==> config.mk <==
export PLATFORM = sky130hd
export DESIGN_NAME = ial_ctrl
export DESIGN_NICKNAME = d
export VERILOG_FILES = /design/src/sv/ial_pkg.sv /design/src/sv/ial_ctrl.sv
export SDC_FILE = /design/constraint.sdc
export NUM_CORES = 1
export LEC_CHECK = 0
export ABC_AREA = 1
export BUFFER_PORTS_ARGS = -buffer_cell sky130_fd_sc_hd__clkbuf_2
export CORE_AREA = 2 2 39 41
export CTS_CLUSTER_SIZE = 40
export DETAILED_ROUTE_END_ITERATION = 12
export DIE_AREA = 0 0 41 43
export PLACE_DENSITY = 0.62
export SLEW_MARGIN = 5
export SYNTH_ARGS = -nofsm -noshare
export SYNTH_HDL_FRONTEND = slang
export SYNTH_SLANG_ARGS = --single-unit
==> constraint.sdc <==
create_clock -name clk -period 1.1 [get_ports clk]
set_clock_uncertainty 0.1 [all_clocks]
set_input_delay 0.11 -clock clk [delete_from_list [all_inputs] [get_ports clk]]
set_output_delay 0.11 -clock clk [all_outputs]
set_load 0.02 [all_outputs]
==> src/sv/ial_pkg.sv <==
// Shared types and constants for the indexed array list block.
// Holds the command, status, state and control-bus definitions used by the controller, datapath and top level.
// Depends on nothing.
package ial_pkg;

  // Payload field widths of the stream channels.
  localparam int CMD_W     = 2;
  localparam int POS_W     = 11;
  localparam int VAL_W     = 32;
  localparam int STS_W     = 2;
  localparam int LEN_W     = 11;
  localparam int S_TDATA_W = 48;
  localparam int M_TDATA_W = 48;

  // Command codes carried in the input tuser.
  typedef enum logic [CMD_W-1:0] {
    CMD_APPEND = 2'd0,
    CMD_INSERT = 2'd1,
    CMD_REMOVE = 2'd2,
    CMD_READ   = 2'd3
  } cmd_t;

  // Status codes carried in the output tuser.
  typedef enum logic [STS_W-1:0] {
    STS_OK    = 2'd0,
    STS_FULL  = 2'd1,
    STS_RANGE = 2'd2,
    STS_EMPTY = 2'd3
  } status_t;

  // Controller states.
  typedef enum logic [2:0] {
    ST_IDLE,
    ST_UP,
    ST_INS_LAST,
    ST_DOWN,
    ST_READ
  } state_t;

  // Source of the status and data loaded into the result register.
  typedef enum logic [1:0] {
    RES_ACC,
    RES_OK,
    RES_READ
  } res_sel_t;

  // Commands from the controller to the datapath.
  typedef struct packed {
    logic     latch;
    logic     wr_input;
    logic     wr_latched;
    logic     ptr_load_cnt;
    logic     ptr_load_pos;
    logic     step_up;
    logic     step_dn;
    logic     shift_stop;
    logic     rd_pos;
    logic     cnt_inc;
    logic     cnt_dec;
    logic     res_load;
    res_sel_t res_sel;
  } dp_ctrl_t;

  // Status from the datapath to the controller.
  typedef struct packed {
    status_t acc_status;
    logic    at_pos;
    logic    at_last;
    logic    out_stall;
  } dp_stat_t;

endpackage

==> src/sv/ial_ctrl.sv <==
// Controller state machine of the indexed array list.
// Sequences append, shifted insert and remove, and reads. Depends on ial_pkg.
module ial_ctrl (
  input  logic                      clk,
  input  logic                      rst,
  input  logic                      s_tvalid,
  output logic                      s_tready,
  input  logic [ial_pkg::CMD_W-1:0] command,
  input  ial_pkg::dp_stat_t         stat,
  output ial_pkg::dp_ctrl_t         ctrl
);

  ial_pkg::state_t state;
  ial_pkg::state_t state_next;
  logic            accept;
  logic            acc_ok;

  assign s_tready = (state == ial_pkg::ST_IDLE) && !stat.out_stall;
  assign accept   = s_tvalid && s_tready;
  assign acc_ok   = (stat.acc_status == ial_pkg::STS_OK);

  // State register.
  always_ff @(posedge clk) begin
    if (rst) begin
      state <= ial_pkg::ST_IDLE;
    end else begin
      state <= state_next;
    end
  end

  // Next-state logic.
  always_comb begin
    state_next = state;
    unique case (state)
      ial_pkg::ST_IDLE: begin
        if (accept && acc_ok) begin
          unique case (ial_pkg::cmd_t'(command))
            ial_pkg::CMD_APPEND: state_next = ial_pkg::ST_IDLE;
            ial_pkg::CMD_INSERT: state_next = ial_pkg::ST_UP;
            ial_pkg::CMD_REMOVE: state_next = ial_pkg::ST_DOWN;
            ial_pkg::CMD_READ:   state_next = ial_pkg::ST_READ;
            default:             state_next = ial_pkg::ST_IDLE;
          endcase
        end
      end
      ial_pkg::ST_UP: begin
        if (stat.at_pos) begin
          state_next = ial_pkg::ST_INS_LAST;
        end
      end
      ial_pkg::ST_INS_LAST: state_next = ial_pkg::ST_IDLE;
      ial_pkg::ST_DOWN: begin
        if (stat.at_last) begin
          state_next = ial_pkg::ST_IDLE;
        end
      end
      ial_pkg::ST_READ: state_next = ial_pkg::ST_IDLE;
      default:          state_next = ial_pkg::ST_IDLE;
    endcase
  end

  // Datapath commands.
  always_comb begin
    ctrl         = '0;
    ctrl.res_sel = ial_pkg::RES_ACC;
    unique case (state)
      ial_pkg::ST_IDLE: begin
        if (accept) begin
          ctrl.latch = 1'b1;
          if (!acc_ok) begin
            ctrl.res_load = 1'b1;
          end else begin
            unique case (ial_pkg::cmd_t'(command))
              ial_pkg::CMD_APPEND: begin
                ctrl.wr_input = 1'b1;
                ctrl.cnt_inc  = 1'b1;
                ctrl.res_load = 1'b1;
              end
              ial_pkg::CMD_INSERT: ctrl.ptr_load_cnt = 1'b1;
              ial_pkg::CMD_REMOVE: ctrl.ptr_load_pos = 1'b1;
              ial_pkg::CMD_READ:   ctrl.rd_pos       = 1'b1;
              default:             ctrl.latch        = 1'b1;
            endcase
          end
        end
      end
      // Move entries up one place, from the end down to the position.
      ial_pkg::ST_UP: begin
        if (stat.at_pos) begin
          ctrl.shift_stop = 1'b1;
        end else begin
          ctrl.step_up = 1'b1;
        end
      end
      ial_pkg::ST_INS_LAST: begin
        ctrl.wr_latched = 1'b1;
        ctrl.cnt_inc    = 1'b1;
        ctrl.res_load   = 1'b1;
        ctrl.res_sel    = ial_pkg::RES_OK;
      end
      // Move entries down one place, from the position up to the end.
      ial_pkg::ST_DOWN: begin
        if (stat.at_last) begin
          ctrl.shift_stop = 1'b1;
          ctrl.cnt_dec    = 1'b1;
          ctrl.res_load   = 1'b1;
          ctrl.res_sel    = ial_pkg::RES_OK;
        end else begin
          ctrl.step_dn = 1'b1;
        end
      end
      ial_pkg::ST_READ: begin
        ctrl.res_load = 1'b1;
        ctrl.res_sel  = ial_pkg::RES_READ;
      end
      default: ctrl.res_sel = ial_pkg::RES_ACC;
    endcase
  end

endmodule

; ---- Yosys cells after proc, flatten, opt, wreduce, memory -nomap -nowiden
; Index checks and enable logic that the tools add are counted.
[classes]
n_addsub = 0
n_mul = 0
div_mod_pow = 0
order_cmp = 0
eq_ne = 10
shifts = 0
mux = 33
n_bitwise = 0
n_reduce_logical = 9
[op_table]
columns = operator, n
row1 = $mux W1, 16
row2 = $mux W2, 7
row3 = $pmux W3 S4, 1
row4 = $mux W3, 3
row5 = $pmux W3 S3, 1
row6 = $eq A3 B2 Y1 const B, 2
row7 = $pmux W2 S3, 1
row8 = $eq A2 B2 Y1 const B, 2
row9 = $logic_not A2 Y1, 2
row10 = $mux W4, 1
row11 = $ne A2 B2 Y1 const B, 2
row12 = $pmux W1 S2, 2
row13 = $eq A3 B1 Y1 const B, 1
row14 = $eq A3 B3 Y1 const B, 1
row15 = $logic_and A1 B1 Y1, 3
row16 = $logic_not A3 Y1, 1
row17 = $pmux W1 S3, 1
row18 = $reduce_and A3 Y1, 1
row19 = $eq A2 B1 Y1 const B, 1
row20 = $ne A2 B1 Y1 const B, 1
row21 = $reduce_or A2 Y1, 1
row22 = $logic_not A1 Y1, 1
[totals]
ff_bits = 3
latchBits = 0
ram_bits = 0
romBits = 0
output_inout_bits = 15
wordCells = 53
n_memories = 0

; ---- Longest topological paths before layout
[depth]
word_depth = 6
depth_mapped = 7

; ---- Worst setup path before layout
; OpenSTA, ideal clock, no wires.
[synth_path]
path_type = flip-flop to output port
from = register state[1]
to = output ctrl[10] in the netlist's numbering
arrival_time_ps = 1333
required_time_ps = 890
slack_ps = -443
path_stages_with_launch = 6
n_path_buf = 0
path_cell_list = dfxtp_1 -> nor2_4 -> nand2_4 -> nor3b_4 -> nand2_2 -> nor2_1
[synth_lines]
columns = element, line
row1 = start: declaration, ial_ctrl.sv:13  ; ial_pkg::state_t state;
row2 = start signal: assignment, ial_ctrl.sv:25  ; state <= ial_pkg::ST_IDLE;
row3 = start signal: assignment, ial_ctrl.sv:27  ; state <= state_next;
row4 = end: declaration, ial_ctrl.sv:10  ; output ial_pkg::dp_ctrl_t ctrl

==> results.rst <==
.. list-table::
   :header-rows: 1

   * - Metric
     - Value
   * - Io pins
     - 25
   * - Highest attainable clock frequency
     - just over 600 MHz
   * - H-tree levels
     - 1
   * - Tmin final
     - about 1600 ps
   * - Clock latency on the worst-skew pair
     - 230 ps
   * - Final hold violation count
     - 0
   * - Cells after synthesis
     - 67
   * - Post-synthesis sequential element count
     - 3
   * - Number of buffer cells added on primary ports
     - 24
   * - Net switching power
     - 480 uW
   * - Clock transition time at the flip-flop clock pins of the worst setup and hold paths
     - around 40 ps
   * - Via count of the first global-routing pass
     - approximately 570
   * - Arrival time at the worst endpoint
     - around 1400 ps
   * - Placer congestion estimate
     - 0.667
   * - Register bank with the most flops
     - state
   * - Slowest Stage Delay on Critical Path
     - about 320 ps
   * - First-pass iteration count of the detailed router
     - 4
   * - Peak ir drop on the vdd network
     - about 0.74 mV
   * - Critical path class
     - register to output pin
   * - Floorplan Core Area
     - 0.00138 sq mm
   * - Worst slack on hold paths
     - between 30 and 40 ps
   * - CTS Buf Count
     - 3
   * - Final period utilization
     - 149%
   * - P_int
     - around 680 uW
   * - Switching power share of the total
     - between 40% and 50%
   * - Path type of the worst min-delay path
     - primary input to register
   * - Pin slew with the least headroom to its limit
     - between 200 and 300 ps
   * - Top area cells in the synthesized netlist
     - sky130_fd_sc_hd__inv_1, sky130_fd_sc_hd__ha_1, sky130_fd_sc_hd__dfxtp_1
   * - Number of flip-flops under the largest register name
     - 3
   * - Synthesis Warnings
     - 0
   * - Number of different library cells in the post-synthesis netlist
     - 18
   * - Fraction of the yosys area taken by sequential cells
     - about 15%
   * - Initial cell density of the core
     - 29.8%
   * - Delay-heaviest family, CP
     - simple AND/OR/NAND/NOR gates
   * - Fraction of final layout cells sized beyond drive strength 1
     - between 70% and 80%
   * - Startpoint type of the worst setup path
     - register
   * - Overall via count from detail_route
     - approximately 600
   * - Total routing usage reported by global routing
     - ~17%
   * - ANT nets after route
     - 0
   * - Fraction of power consumed by sequential logic
     - 12.0%
   * - Endpoint type of the worst setup path
     - output pin
   * - Static leakage
     - ~0.56 nW
   * - Number of rows in the core area
     - 14
   * - Setup-violating endpoint count in the final report
     - 18
   * - Wire length after detailed routing
     - ~1.6 mm
   * - Unrepaired setup endpoints after global routing
     - true
   * - Wire length per cell after detailed routing
     - 12.0 um
   * - Biggest regs
     - state: 3 flops
   * - Sum of buffers and inverters on the critical path
     - 2
   * - Number of enable-type register cells in the synthesized netlist
     - 0
   * - Placed wire-length estimate
     - about 900 um
   * - Total standard cell area after synthesis
     - roughly 410 sq um
   * - Clk Tree Root Cell
     - sky130_fd_sc_hd__clkbuf_4
   * - Synth top area share
     - roughly 17%
   * - Ys async rst share
     - 0%
   * - First-pass GRT wire length
     - 2.12 mm
   * - Worst Setup Slack, final
     - -534 ps
   * - Crit path required time
     - 890 ps
   * - Power per standard cell area
     - around 1100 mW/mm^2
   * - Number of nets produced by synthesis
     - 82
   * - Total overflow reported by the global router
     - 0
   * - Yosys top cell by area
     - sky130_fd_sc_hd__inv_1
   * - Die X
     - 41 um
   * - Post-route DRC
     - 0
   * - Final max-slew violation count
     - 0
   * - Buffer depth of the longest clock path
     - 2
   * - Failing checks
     - setup timing
   * - Maximum number of pins on one net before global-route repair
     - 6
   * - Max_cap viols
     - 0
   * - TritonCTS clock tree
     - built
   * - Launch point of the worst hold path
     - rst
   * - Result of the run
     - finished with violations
   * - Part of the total power dissipated in the clock network
     - 16.1%
   * - Max-slew headroom at the worst pin
     - between 80 and 90%
   * - Fraction of power consumed by combinational cells
     - between 70 and 80%
   * - Avg Synthesized Cell Area
     - 6.16 sq um
   * - Avg Vias per Cell
     - 4.57
   * - CP max stage cell
     - sky130_fd_sc_hd__dfxtp_2
   * - Biggest fanout along the worst timing path
     - 2
   * - Post-layout nets
     - about 130
   * - Count of inserted antenna diode cells
     - 0
   * - FF-to-FF Start
     - state[1]
   * - Clock sink total
     - 3
   * - Chain of cells forming the critical path
     - nor2_4 > nand2_4 > nor3b_4 > buf_4 > nand2_2 > nand4_1 > clkbuf_8
   * - Die H
     - ~43 um
   * - Number of buffers inserted for hold repair after clock tree synthesis
     - 0
   * - Initial DRC count
     - 7
   * - Most instantiated flip-flop cell in the synthesis netlist
     - sky130_fd_sc_hd__dfxtp_1
   * - Layout Area Growth over Synthesis
     - 150%
   * - Die area
     - roughly 0.0018 sq mm
   * - Final Core Density
     - about three quarters
   * - Beginning of the critical path
     - state[1]
   * - Antenna violations before repair
     - 0
[cells in the mapped netlist, types with 2 or more instances]
master                     n
sky130_fd_sc_hd__inv_1    19
sky130_fd_sc_hd__nand2_1  13
sky130_fd_sc_hd__nor2_1   13
sky130_fd_sc_hd__ha_1      5
sky130_fd_sc_hd__dfxtp_1   3
sky130_fd_sc_hd__nor3_2    2
[area by class of cell]
| type | instances | area, sq um |
|---|---|---|
| repair buffers | 45 | 445 |
| fillers | 89 | 350 |
| multi-input cells | 45 | 407 |
| well taps | 16 | 20.0 |
| flip-flops and latches | 3 | 63.8 |
| inverters | 19 | 71.3 |
| clock buffers | 4 | 26.3 |
[cells by family after synthesis]
logic type               Yosys count  synth area share [%]
flip-flops                         3                  14.5
adder cells (fa/ha/maj)            5                  15.2
AND/OR/NAND/NOR                   36                  45.8
AO/OA/AOI/OAI                      4                  7.28
buffers and inverters             19                  17.3
[worst reg2reg max path, cell delays in order (launching register included)]
cell	delay, ps
sky130_fd_sc_hd__dfxtp_2	320
sky130_fd_sc_hd__nor2_4	130
sky130_fd_sc_hd__nand2_4	70
sky130_fd_sc_hd__buf_4	140
sky130_fd_sc_hd__buf_8	130
sky130_fd_sc_hd__a31oi_4	200
sky130_fd_sc_hd__nor2_1	70
sky130_fd_sc_hd__nand2_1	70
sky130_fd_sc_hd__nor2_1	40
[cells in the final DEF, fill, tap and decap left out, drive strengths merged]
master  Yosys  final
nor2       14     14
dfxtp       3      3
nand2      15     15
nand3b      1      1
o21ai       1      1
clkbuf      0     17
nor3        3      3
o21a        1      1
a31oi       1      1
nand3       1      1
o21bai      1      1
ha          5      5
inv        19     19
buf         0     32
nor3b       1      1
nand4       1      1
[per-stage QoR]
step	total power, mW	area, sq um	instances	setup TNS [ps]	setup WS, ps
floorplan	0.440	450	67	-2360	-394
global placement	0.633	696	121	-2940	-271
detailed placement	0.642	696	121	-3440	-334
CTS	1.03	952	130	-7270	-547
global route	1.23	1030	132	-8320	-597
finish	1.16	1030	132	-7220	-534
[power by group through the flow]
stage / clock network, mW / registers (mW) / logic [mW]
6_report: 0.187 / 0.140 / 0.834
5_1_grt: 0.206 / 0.142 / 0.887
4_1_cts: 0.192 / 0.137 / 0.706
3_5_place_dp: 0 / 0.138 / 0.503
3_3_place_gp: 0 / 0.138 / 0.496
2_1_floorplan: 0 / 0.145 / 0.294
[final timing paths]
check              to  slack, ps  depth (start not counted)
max           ctrl[2]       -530                          7
min          state[0]         30                          4
max reg2reg  state[1]       -280                          8
min reg2reg  state[1]        710                          5
[what timing repair did]
| item | in CTS | in global routing |
|---|---|---|
| gates resized for setup | 50 | 30 |
| buffers inserted | 6 | 4 |
| pin swaps | 8 | 7 |
| endpoints found under the setup margin | 18 | 18 |
[per-layer routing]
layer	global-route usage [%]	up-vias	share of wire [%]
met5	0	-	0
met4	4.00	0	2.0
met3	3.66	4	3.8
met2	30.6	19	53
met1	18.2	282	41
li1	-	298	-
Power figures use the tool's default switching activity.
